===== src/rtl/core/meter_autorange_controller_assert.svh =====
// assertion macros for the meter autorange controller
`ifndef METER_AUTORANGE_CONTROLLER_ASSERT_SVH
`define METER_AUTORANGE_CONTROLLER_ASSERT_SVH
`ifndef SYNTHESIS
`define MAR_ASSERT_IMP(lbl, ante, cons) \
  lbl: assert property (@(posedge clk) disable iff (!rst_n) (ante) |-> (cons)) \
    else $error("autorange check failed");
`define MAR_ASSERT_NXT(lbl, ante, cons) \
  lbl: assert property (@(posedge clk) disable iff (!rst_n) (ante) |=> (cons)) \
    else $error("autorange check failed");
`else
`define MAR_ASSERT_IMP(lbl, ante, cons)
`define MAR_ASSERT_NXT(lbl, ante, cons)
`endif
`endif


===== src/rtl/core/mar_pkg.sv =====
// types and constants shared by the meter autorange controller
`default_nettype none
package mar_pkg;

  localparam int READING_BITS_DEF  = 24;
  localparam int MAX_GAIN_STEP_DEF = 3;
  localparam int RMS_W             = 24;
  localparam int CFG_DATA_W        = 18;
  localparam int CFG_INDEX_W       = 2;

  localparam logic [CFG_INDEX_W-1:0] CFG_FREQUENCY   = 2'd0;
  localparam logic [CFG_INDEX_W-1:0] CFG_MIN_HEAD    = 2'd1;
  localparam logic [CFG_INDEX_W-1:0] CFG_MAX_HEAD    = 2'd2;
  localparam logic [CFG_INDEX_W-1:0] CFG_MIN_AVERAGE = 2'd3;

  localparam logic [17:0] FREQ_RESET     = 18'd1000;
  localparam logic [13:0] MIN_HEAD_RESET = 14'd256;
  localparam logic [13:0] MAX_HEAD_RESET = 14'd4096;

  localparam logic [17:0] FREQ_KNEE = 18'd40000;
  localparam logic [17:0] FREQ_TOP  = 18'd11000;
  localparam logic signed [31:0] HEAD_SCALE = 32'sd3125;

  localparam logic [31:0] BOUND_450   = 32'd450;
  localparam logic [31:0] BOUND_550   = 32'd550;
  localparam logic [31:0] BOUND_4500  = 32'd4500;
  localparam logic [31:0] BOUND_5500  = 32'd5500;
  localparam logic [31:0] BOUND_45000 = 32'd45000;
  localparam logic [31:0] BOUND_55000 = 32'd55000;

  localparam logic [1:0] RANGE_100R = 2'd0;
  localparam logic [1:0] RANGE_1K   = 2'd1;
  localparam logic [1:0] RANGE_10K  = 2'd2;
  localparam logic [1:0] RANGE_100K = 2'd3;

  localparam logic [1:0] STAT_NONE     = 2'd0;
  localparam logic [1:0] STAT_STARTED  = 2'd1;
  localparam logic [1:0] STAT_ACTIVE   = 2'd2;
  localparam logic [1:0] STAT_FINISHED = 2'd3;

  typedef struct packed {
    logic signed [15:0] volt_headroom;
    logic signed [15:0] curr_headroom;
    logic [RMS_W-1:0]   volt_rms;
    logic [RMS_W-1:0]   curr_rms;
    logic               hold_range;
    logic               force_start;
  } mar_in_t;

  typedef struct packed {
    logic [1:0] status;
    logic [1:0] volt_gain_out;
    logic [1:0] curr_gain_out;
    logic [1:0] imp_range_out;
    logic       set_averaging;
    logic       reset_readings;
  } mar_out_t;

  typedef struct packed {
    logic busy;
    logic done;
  } mar_div_st_t;

  typedef struct packed {
    logic busy;
    logic v_low;
    logic v_high;
    logic c_low;
    logic c_high;
  } mar_head_st_t;

endpackage
`default_nettype wire


===== src/rtl/core/mar_div.sv =====
// restoring divider, one quotient bit per cycle through a shift register
`default_nettype none
module mar_div #(
  parameter int VB = mar_pkg::READING_BITS_DEF
) (
  input  wire logic             clk,
  input  wire logic             rst_n,
  input  wire logic             start,
  input  wire logic [VB-1:0]    dividend,
  input  wire logic [VB-1:0]    divisor,
  output logic [VB-1:0]         quotient,
  output mar_pkg::mar_div_st_t  st
);

  localparam int CW = $clog2(VB + 1);

  logic [VB-1:0] rem_r, rem_nxt;
  logic [VB-1:0] quo_r, quo_nxt;
  logic [CW-1:0] cnt_r, cnt_nxt;
  logic          busy_r, busy_nxt;
  logic          done_r, done_nxt;
  logic [VB:0]   shifted;
  logic [VB+1:0] trial;

  assign shifted = {rem_r, quo_r[VB-1]};
  assign trial   = {1'b0, shifted} - {2'b00, divisor};

  always_comb begin
    rem_nxt  = rem_r;
    quo_nxt  = quo_r;
    cnt_nxt  = cnt_r;
    busy_nxt = busy_r;
    done_nxt = 1'b0;
    if (start) begin
      rem_nxt  = '0;
      quo_nxt  = dividend;
      cnt_nxt  = CW'(VB);
      busy_nxt = 1'b1;
    end else if (busy_r) begin
      if (trial[VB+1]) begin
        rem_nxt = shifted[VB-1:0];
        quo_nxt = {quo_r[VB-2:0], 1'b0};
      end else begin
        rem_nxt = trial[VB-1:0];
        quo_nxt = {quo_r[VB-2:0], 1'b1};
      end
      cnt_nxt = cnt_r - 1'b1;
      if (cnt_r == CW'(1)) begin
        busy_nxt = 1'b0;
        done_nxt = 1'b1;
      end
    end
  end

  always_ff @(posedge clk) begin
    rem_r <= rem_nxt;
    quo_r <= quo_nxt;
    if (!rst_n) begin
      cnt_r  <= '0;
      busy_r <= 1'b0;
      done_r <= 1'b0;
    end else begin
      cnt_r  <= cnt_nxt;
      busy_r <= busy_nxt;
      done_r <= done_nxt;
    end
  end

  assign quotient = quo_r;
  assign st.busy  = busy_r;
  assign st.done  = done_r;

endmodule
`default_nettype wire


===== src/rtl/core/mar_head.sv =====
// headroom window check, one limit compare per cycle over four steps
`default_nettype none
module mar_head (
  input  wire logic               clk,
  input  wire logic               rst_n,
  input  wire logic               start,
  input  wire logic signed [15:0] volt_headroom,
  input  wire logic signed [15:0] curr_headroom,
  input  wire logic [17:0]        frequency_hz,
  input  wire logic [13:0]        min_headroom,
  input  wire logic [13:0]        max_headroom,
  output mar_pkg::mar_head_st_t   st
);

  logic [1:0]         step_r, step_nxt;
  logic               busy_r, busy_nxt;
  logic [3:0]         flag_r, flag_nxt;
  logic signed [15:0] head;
  logic [13:0]        lim;
  logic signed [31:0] diff;
  logic signed [31:0] lhs;
  logic signed [31:0] dnum;
  logic               hit;

  assign dnum = (frequency_hz > mar_pkg::FREQ_KNEE)
              ? $signed({7'd0, frequency_hz - mar_pkg::FREQ_KNEE, 7'd0}) : 32'sd0;

  // step bit 1 picks the channel, bit 0 the upper limit
  assign head = step_r[1] ? curr_headroom : volt_headroom;
  assign lim  = step_r[0] ? max_headroom : min_headroom;
  assign diff = $signed({{16{head[15]}}, head}) - $signed({18'd0, lim});
  assign lhs  = diff * mar_pkg::HEAD_SCALE;
  assign hit  = step_r[0] ? (lhs > dnum) : (lhs < dnum);

  always_comb begin
    step_nxt = step_r;
    busy_nxt = busy_r;
    flag_nxt = flag_r;
    if (start) begin
      step_nxt = '0;
      busy_nxt = 1'b1;
    end else if (busy_r) begin
      flag_nxt[step_r] = hit;
      step_nxt = step_r + 1'b1;
      if (step_r == 2'd3) begin
        busy_nxt = 1'b0;
      end
    end
  end

  always_ff @(posedge clk) begin
    flag_r <= flag_nxt;
    if (!rst_n) begin
      step_r <= '0;
      busy_r <= 1'b0;
    end else begin
      step_r <= step_nxt;
      busy_r <= busy_nxt;
    end
  end

  assign st.busy   = busy_r;
  assign st.v_low  = flag_r[0];
  assign st.v_high = flag_r[1];
  assign st.c_low  = flag_r[2];
  assign st.c_high = flag_r[3];

endmodule
`default_nettype wire


===== src/rtl/core/meter_autorange_controller.sv =====
// meter autorange controller top level
//
// Usage: one measurement report enters per transaction on the in_ channel
// (in_valid/in_stall) and yields exactly one result transaction on the out_
// channel (out_valid/out_stall). Limits and frequency are written through the
// cfg_ port (cfg_we, cfg_index, cfg_data); the user must write them only while no
// transaction is in flight, and the block itself does not enforce this.
// The result is registered once the VB-bit bit-serial divider that forms
// volt_rms/curr_rms one quotient bit per cycle is done, VB being READING_BITS
// capped at the 24-bit reading width; the four headroom compares share one
// comparator and finish while the divider runs. in_stall stays high from
// acceptance until the result is written to the output register, so a new
// report is taken only after the last result is written.
// A result waiting in the output register does not block the next report;
// if out_stall holds it, the following result waits in place and the
// controller state is updated only when that result is written.
// Reset (synchronous, rst_n low): gains and impedance range go to zero,
// ranging is off, the registers take their reset values, no result is valid.
`default_nettype none
module meter_autorange_controller #(
  parameter int READING_BITS  = mar_pkg::READING_BITS_DEF,
  parameter int MAX_GAIN_STEP = mar_pkg::MAX_GAIN_STEP_DEF
) (
  input  wire logic                               clk,
  input  wire logic                               rst_n,
  input  wire logic                               in_valid,
  output logic                                    in_stall,
  input  wire mar_pkg::mar_in_t                   in_data,
  output logic                                    out_valid,
  input  wire logic                               out_stall,
  output mar_pkg::mar_out_t                       out_data,
  input  wire logic                               cfg_we,
  input  wire logic [mar_pkg::CFG_INDEX_W-1:0]    cfg_index,
  input  wire logic [mar_pkg::CFG_DATA_W-1:0]     cfg_data
);

  localparam int VB = (READING_BITS < mar_pkg::RMS_W) ? READING_BITS : mar_pkg::RMS_W;
  localparam int GW = $clog2(MAX_GAIN_STEP + 1);

  localparam logic [1:0] ST_IDLE   = 2'd0;
  localparam logic [1:0] ST_RUN    = 2'd1;
  localparam logic [1:0] ST_COMMIT = 2'd2;

  logic [1:0]            state_r, state_nxt;
  mar_pkg::mar_in_t      item_r;
  logic [17:0]           freq_r;
  logic [13:0]           min_head_r;
  logic [13:0]           max_head_r;
  logic [GW-1:0]         vgain_r, vgain_nxt;
  logic [GW-1:0]         cgain_r, cgain_nxt;
  logic [1:0]            range_r, range_nxt;
  logic                  ranging_on_r, ranging_on_nxt;
  logic                  out_valid_r;
  mar_pkg::mar_out_t     out_data_r, out_data_nxt;

  logic                  in_accept;
  logic                  commit;
  mar_pkg::mar_div_st_t  div_st;
  mar_pkg::mar_head_st_t head_st;
  logic [VB-1:0]         quotient;
  logic [31:0]           qz;
  logic                  nz;
  logic                  b450, b550, b4500, b5500, b45000, b55000;
  logic [1:0]            want;
  logic                  vchg, cchg, rchg, changed;
  logic [1:0]            status;

  assign in_accept = in_valid && !in_stall;
  assign in_stall  = (state_r != ST_IDLE);
  assign commit    = (state_r == ST_COMMIT) && (!out_valid_r || !out_stall);

  mar_div #(.VB(VB)) u_div (
    .clk      (clk),
    .rst_n    (rst_n),
    .start    (in_accept),
    .dividend (in_data.volt_rms[VB-1:0]),
    .divisor  (item_r.curr_rms[VB-1:0]),
    .quotient (quotient),
    .st       (div_st)
  );

  mar_head u_head (
    .clk           (clk),
    .rst_n         (rst_n),
    .start         (in_accept),
    .volt_headroom (item_r.volt_headroom),
    .curr_headroom (item_r.curr_headroom),
    .frequency_hz  (freq_r),
    .min_headroom  (min_head_r),
    .max_headroom  (max_head_r),
    .st            (head_st)
  );

  always_comb begin
    state_nxt = state_r;
    case (state_r)
      ST_IDLE: begin
        if (in_accept) begin
          state_nxt = ST_RUN;
        end
      end
      ST_RUN: begin
        if (div_st.done) begin
          state_nxt = ST_COMMIT;
        end
      end
      ST_COMMIT: begin
        if (commit) begin
          state_nxt = ST_IDLE;
        end
      end
      default: state_nxt = ST_IDLE;
    endcase
  end

  // gain steps
  always_comb begin
    vgain_nxt = vgain_r;
    vchg      = 1'b0;
    if (head_st.v_low && vgain_r != '0) begin
      vgain_nxt = vgain_r - 1'b1;
      vchg      = 1'b1;
    end else if (head_st.v_high && vgain_r < GW'(MAX_GAIN_STEP)) begin
      vgain_nxt = vgain_r + 1'b1;
      vchg      = 1'b1;
    end
    cgain_nxt = cgain_r;
    cchg      = 1'b0;
    if (head_st.c_low && cgain_r != '0) begin
      cgain_nxt = cgain_r - 1'b1;
      cchg      = 1'b1;
    end else if (head_st.c_high && cgain_r < GW'(MAX_GAIN_STEP)) begin
      cgain_nxt = cgain_r + 1'b1;
      cchg      = 1'b1;
    end
  end

  // impedance bands, zero current reads as the top of the scale
  assign qz     = 32'(quotient);
  assign nz     = (item_r.curr_rms[VB-1:0] != '0);
  assign b450   = nz && (qz < mar_pkg::BOUND_450);
  assign b550   = nz && (qz < mar_pkg::BOUND_550);
  assign b4500  = nz && (qz < mar_pkg::BOUND_4500);
  assign b5500  = nz && (qz < mar_pkg::BOUND_5500);
  assign b45000 = nz && (qz < mar_pkg::BOUND_45000);
  assign b55000 = nz && (qz < mar_pkg::BOUND_55000);

  always_comb begin
    want = range_r;
    if (b450) begin
      want = mar_pkg::RANGE_100R;
    end else if (b550) begin
      if (range_r == mar_pkg::RANGE_10K || range_r == mar_pkg::RANGE_100K) begin
        want = mar_pkg::RANGE_100R;
      end
    end else if (b4500) begin
      want = mar_pkg::RANGE_1K;
    end else if (b5500) begin
      if (range_r != mar_pkg::RANGE_1K && range_r != mar_pkg::RANGE_10K) begin
        want = mar_pkg::RANGE_1K;
      end
    end else if (b45000) begin
      want = mar_pkg::RANGE_10K;
    end else if (b55000) begin
      if (range_r == mar_pkg::RANGE_100R || range_r == mar_pkg::RANGE_1K) begin
        want = mar_pkg::RANGE_10K;
      end
    end else begin
      want = (freq_r > mar_pkg::FREQ_TOP) ? mar_pkg::RANGE_10K : mar_pkg::RANGE_100K;
    end
  end

  assign rchg      = !item_r.hold_range && (want != range_r);
  assign range_nxt = rchg ? want : range_r;
  assign changed   = vchg || cchg || rchg;

  always_comb begin
    status         = mar_pkg::STAT_NONE;
    ranging_on_nxt = ranging_on_r;
    if (item_r.force_start || (!ranging_on_r && changed)) begin
      status         = mar_pkg::STAT_STARTED;
      ranging_on_nxt = 1'b1;
    end else if (ranging_on_r && changed) begin
      status = mar_pkg::STAT_ACTIVE;
    end else if (ranging_on_r) begin
      status         = mar_pkg::STAT_FINISHED;
      ranging_on_nxt = 1'b0;
    end
  end

  always_comb begin
    out_data_nxt.status         = status;
    out_data_nxt.volt_gain_out  = 2'(vgain_nxt);
    out_data_nxt.curr_gain_out  = 2'(cgain_nxt);
    out_data_nxt.imp_range_out  = range_nxt;
    out_data_nxt.set_averaging  = (status == mar_pkg::STAT_STARTED);
    out_data_nxt.reset_readings = (status == mar_pkg::STAT_ACTIVE);
  end

  always_ff @(posedge clk) begin
    if (in_accept) begin
      item_r <= in_data;
    end
    if (commit) begin
      out_data_r <= out_data_nxt;
    end
    if (!rst_n) begin
      state_r      <= ST_IDLE;
      freq_r       <= mar_pkg::FREQ_RESET;
      min_head_r   <= mar_pkg::MIN_HEAD_RESET;
      max_head_r   <= mar_pkg::MAX_HEAD_RESET;
      vgain_r      <= '0;
      cgain_r      <= '0;
      range_r      <= mar_pkg::RANGE_100R;
      ranging_on_r <= 1'b0;
      out_valid_r  <= 1'b0;
    end else begin
      state_r <= state_nxt;
      if (cfg_we) begin
        case (cfg_index)
          mar_pkg::CFG_FREQUENCY:   freq_r     <= cfg_data;
          mar_pkg::CFG_MIN_HEAD:    min_head_r <= cfg_data[13:0];
          mar_pkg::CFG_MAX_HEAD:    max_head_r <= cfg_data[13:0];
          mar_pkg::CFG_MIN_AVERAGE: ;
          default: ;
        endcase
      end
      if (commit) begin
        vgain_r      <= vgain_nxt;
        cgain_r      <= cgain_nxt;
        range_r      <= range_nxt;
        ranging_on_r <= ranging_on_nxt;
        out_valid_r  <= 1'b1;
      end else if (!out_stall) begin
        out_valid_r <= 1'b0;
      end
    end
  end

  assign out_valid = out_valid_r;
  assign out_data  = out_data_r;

`include "meter_autorange_controller_assert.svh"

  `MAR_ASSERT_NXT(a_busy_after_accept, in_accept, state_r == ST_RUN)
  `MAR_ASSERT_IMP(a_done_only_in_run, div_st.done, state_r == ST_RUN)
  `MAR_ASSERT_IMP(a_head_before_div, div_st.done, !head_st.busy)
  `MAR_ASSERT_NXT(a_start_sets_ranging, commit && status == mar_pkg::STAT_STARTED, ranging_on_r)
  `MAR_ASSERT_NXT(a_finish_clears, commit && status == mar_pkg::STAT_FINISHED, !ranging_on_r)

endmodule
`default_nettype wire

===== config.mk =====
export PLATFORM = sky130hd
export DESIGN_NAME = meter_autorange_controller
export DESIGN_NICKNAME = d
export VERILOG_FILES = /design/src/rtl/core/mar_pkg.sv /design/src/rtl/core/mar_div.sv /design/src/rtl/core/mar_head.sv /design/src/rtl/core/meter_autorange_controller.sv
export VERILOG_INCLUDE_DIRS = /design/src /design/src/rtl/core
export SDC_FILE = /design/constraint.sdc
export NUM_CORES = 1
export LEC_CHECK = 0
export BUFFER_PORTS_ARGS = -buffer_cell sky130_fd_sc_hd__buf_2
export CAP_MARGIN = 20
export CORE_ASPECT_RATIO = 1.5
export CORE_MARGIN = 2
export CORE_UTILIZATION = 42
export DETAILED_ROUTE_END_ITERATION = 8
export GPL_ROUTABILITY_DRIVEN = 0
export PLACE_DENSITY = 0.66
export SETUP_SLACK_MARGIN = 0.02
export SYNTH_ARGS = -nofsm -noshare
export SYNTH_HDL_FRONTEND = slang
export SYNTH_SLANG_ARGS = --single-unit

===== constraint.sdc =====
create_clock -name clk -period 10.28 [get_ports clk]
set_input_delay 2.056 -clock clk [delete_from_list [all_inputs] [get_ports clk]]
set_output_delay 2.056 -clock clk [all_outputs]
set_load 0.005 [all_outputs]

==> impl_metrics.ini <==
[global_routing]
grt.total_usage_pct = 20.6
grt_antenna_before_repair = 2
grt_pass1_wl_mm = 58.5
grt_overflow = 0
grt_pass1_vias = 12091
grt_max_degree = 83

[hold_path]
whs_path_depth = 2
hold_path.startpoint = max_head_r[5]$_SDFFE_PN0P_
holdCritPathClass = reg2reg
whs_endpoint = max_head_r[5]$_SDFFE_PN0P_

[worst_setup_path]
reg2reg_depth = 35
reg2reg_to = u_head.flag_r[1]$_DFFE_PP_
path_common_cell = ha_1
reg2reg_slack_ns = 1.0
arrival_ns = 9.55
crit_fanout = 11
max_stage_delay_ns = 0.63
required_ns = 10.54
crit_type = reg2reg
critical_path.slowest_cell = dfxtp_1
cp-end-kind = flop
r2r_start = u_head.step_r[0]$_SDFFE_PP0P_
start_kind = flop

[yosys]
synth_area_sq_um = 14600
synth_nets = 1962
ys_seq_area_share_pct = 32.1
ys_types = 79
synth-edff-count = 96
synth.avg_cell_area_sq_um = 8.95
synthFlopType = edfxtp_1
ys_ff_latch = 186
synthCells = 1629
yosys_warnings = 0
async_flop_share_pct = 0

[clocking]
clkLatencyLatePin_ns = 0.46
cts.clk_slew.worst_paths_ns = 0.08
holdBufCountCts = 0
cts_resized = 0
cts_root_buf = clkbuf_16
clockBufferDepth = 2
cts-buffers-inserted = 17
h-tree-depth = 4
cts.sinks = 186
postCtsSetupBuffers = 0
cts_tree = done

[sta]
period_minus_slack_ns = 9.28
tightest_slew_ns = 1.06
setup_viol = 0
period_share_pct = 90.3
hold_violations = 0
max_slew_margin_pct = 29.5
fin_setup_tns_ns = 0
fmax_ghz = 0.108
grt_setup_unrepaired = no
worst_clock_skew_ns = 0.0201
slew_viol_final = 0

[floorplanning]
rows = 83
die_w_um = 156
die_h_um = 232
die_area_sq_um = 36300
core_area_sq_um = 34300
initial_core_util_pct = 42.6
io_pins = 119

[routing]
ant_nets = 0
route.detailed.drc = 0
routed_wl_mm = 36.2
vias = 11658
drt_pass1_iterations = 7
vias_per_cell = 5.39
post_drt_wl_per_cell_um = 16.7
drtIter0Drc = 497

[place]
place_hpwl_mm = 29.2
portBuffers = 118

[layout]
fin_nets = 2056
area_growth_pct = 11.1
fill_cells = 3298
drive_gt1_share_pct = 11.6

[run]
max-cap-violations = 0

[run_status]
status = completed
## layer usage
layer / track usage [%] / wire (um)
met5: 0 / 13
met4: 12.0 / 2060
met3: 2.54 / 1050
met2: 40.5 / 20000
met1: 20.3 / 13100
## flip-flops by register name (all words and copies together) (netlist names), 2 cells and up
signal	cells
cgain_r	2
freq_r	18
item_r	58
max_head_r	14
min_head_r	14
out_data	10
range_r	2
state_r	2
u_div.cnt_r	5
u_div.quotient	24
u_div.rem_r	24
u_head.flag_r	4
u_head.step_r	2
vgain_r	2
## cell usage after synthesis, types with 4 or more instances
library cell / instances / area share (%)
a211oi_1: 22 / 1.1
nor4_1: 11 / 0.47
inv_1: 196 / 5.0
o31ai_1: 6 / 0.31
or3_1: 9 / 0.39
a31o_2: 4 / 0.24
o31a_1: 4 / 0.24
xnor2_1: 56 / 3.4
xor2_1: 26 / 1.6
buf_2: 8 / 0.27
edfxtp_1: 96 / 20
o21a_1: 12 / 0.62
nor2_1: 77 / 2.0
or4_1: 6 / 0.31
a21o_1: 28 / 1.4
o22ai_1: 4 / 0.17
a21oi_1: 132 / 4.5
nand3_1: 27 / 0.93
and2_1: 8 / 0.34
ha_1: 172 / 15
fa_1: 54 / 7.4
nor4b_1: 4 / 0.24
clkbuf_1: 38 / 0.98
nor3_1: 16 / 0.55
o21ai_1: 4 / 0.14
o211ai_1: 13 / 0.67
nand2_1: 249 / 6.4
o21bai_1: 12 / 0.62
mux2_2: 15 / 1.2
or2_2: 8 / 0.34
a31oi_1: 6 / 0.26
mux2i_1: 39 / 2.7
nand2b_1: 16 / 0.69
a211o_1: 5 / 0.30
nand4_1: 10 / 0.43
and3_1: 12 / 0.51
o21ai_0: 62 / 2.1
nor2b_1: 12 / 0.51
dfxtp_1: 90 / 12
## how the worst max path moves through the flow
stage               cells after the start                          to                          start
CTS                                    35  u_head.flag_r[1]$_DFFE_PP_  u_head.step_r[0]$_SDFFE_PP0P_
finish                                 35  u_head.flag_r[1]$_DFFE_PP_  u_head.step_r[0]$_SDFFE_PP0P_
detailed placement                     35  u_head.flag_r[3]$_DFFE_PP_  u_head.step_r[0]$_SDFFE_PP0P_
global placement                       35  u_head.flag_r[2]$_DFFE_PP_  u_head.step_r[0]$_SDFFE_PP0P_
global route                           35  u_head.flag_r[3]$_DFFE_PP_  u_head.step_r[0]$_SDFFE_PP0P_
floorplan                              35  u_head.flag_r[0]$_DFFE_PP_  u_head.step_r[0]$_SDFFE_PP0P_
## placed cells by master (no fill, tap or decap), types with 13 or more instances in the layout
| cell type | instances |
|---|---|
| a211oi_1 | 22 |
| a21o_1 | 28 |
| a21oi_1 | 132 |
| buf_2 | 118 |
| clkbuf_16 | 17 |
| dfxtp_1 | 90 |
| edfxtp_1 | 96 |
| fa_1 | 54 |
| ha_1 | 172 |
| inv_1 | 195 |
| mux2_2 | 15 |
| mux2i_1 | 39 |
| nand2_1 | 249 |
| nand2b_1 | 16 |
| nand3_1 | 27 |
| nor2_1 | 77 |
| nor3_1 | 16 |
| o211ai_1 | 13 |
| o21ai_0 | 62 |
| xnor2_1 | 56 |
| xor2_1 | 26 |
## area by class of cell
cell class	count	area, sq um	share of cell area [%]
multi-input combinational	1195	8960	55.3
timing repair buffer	125	659	4.07
sequential	186	4680	28.9
antenna	1	2.50	0.0154
tap	425	532	3.28
clock inverter	15	186	1.15
inverter	198	744	4.60
clock buffer	17	425	2.63
## cell families after synthesis
group,Yosys count,share of synthesized area (%)
compound gates,352,15.4
simple gates,481,15.0
fa+ha+maj,226,22.2
flops,186,32.1
xor+xnor,82,4.92
mux,54,3.84
buf+inv,248,6.50
## critical path: cells and delay by family, from the launching register on
family / cells / cell delay, ns
fa+ha+maj: 9 / 3.54
compound gates: 16 / 3.04
simple gates: 4 / 1.03
flops: 1 / 0.63
xor+xnor: 2 / 0.45
mux: 1 / 0.25
buf+inv: 3 / 0.15
## through the flow
stage | std cells | setup slack, ns | hold WS, ns | area [sq um] | utilization, %
5_1_grt | 2161 | 0.360 | 0.484 | 16200 | 47.3
4_1_cts | 2159 | 0.974 | 0.467 | 16200 | 47.2
2_1_floorplan | 1629 | 1.35 | 0.433 | 14600 | -
6_report | 2162 | 0.995 | 0.468 | 16200 | 47.3
3_5_place_dp | 2127 | 0.994 | 0.456 | 15600 | 45.4
3_3_place_gp | 2127 | 1.16 | 0.455 | 15600 | 45.4
Power is not shown: default switching activity piles up to over one toggle a cycle in this logic, so the estimate is an artifact.
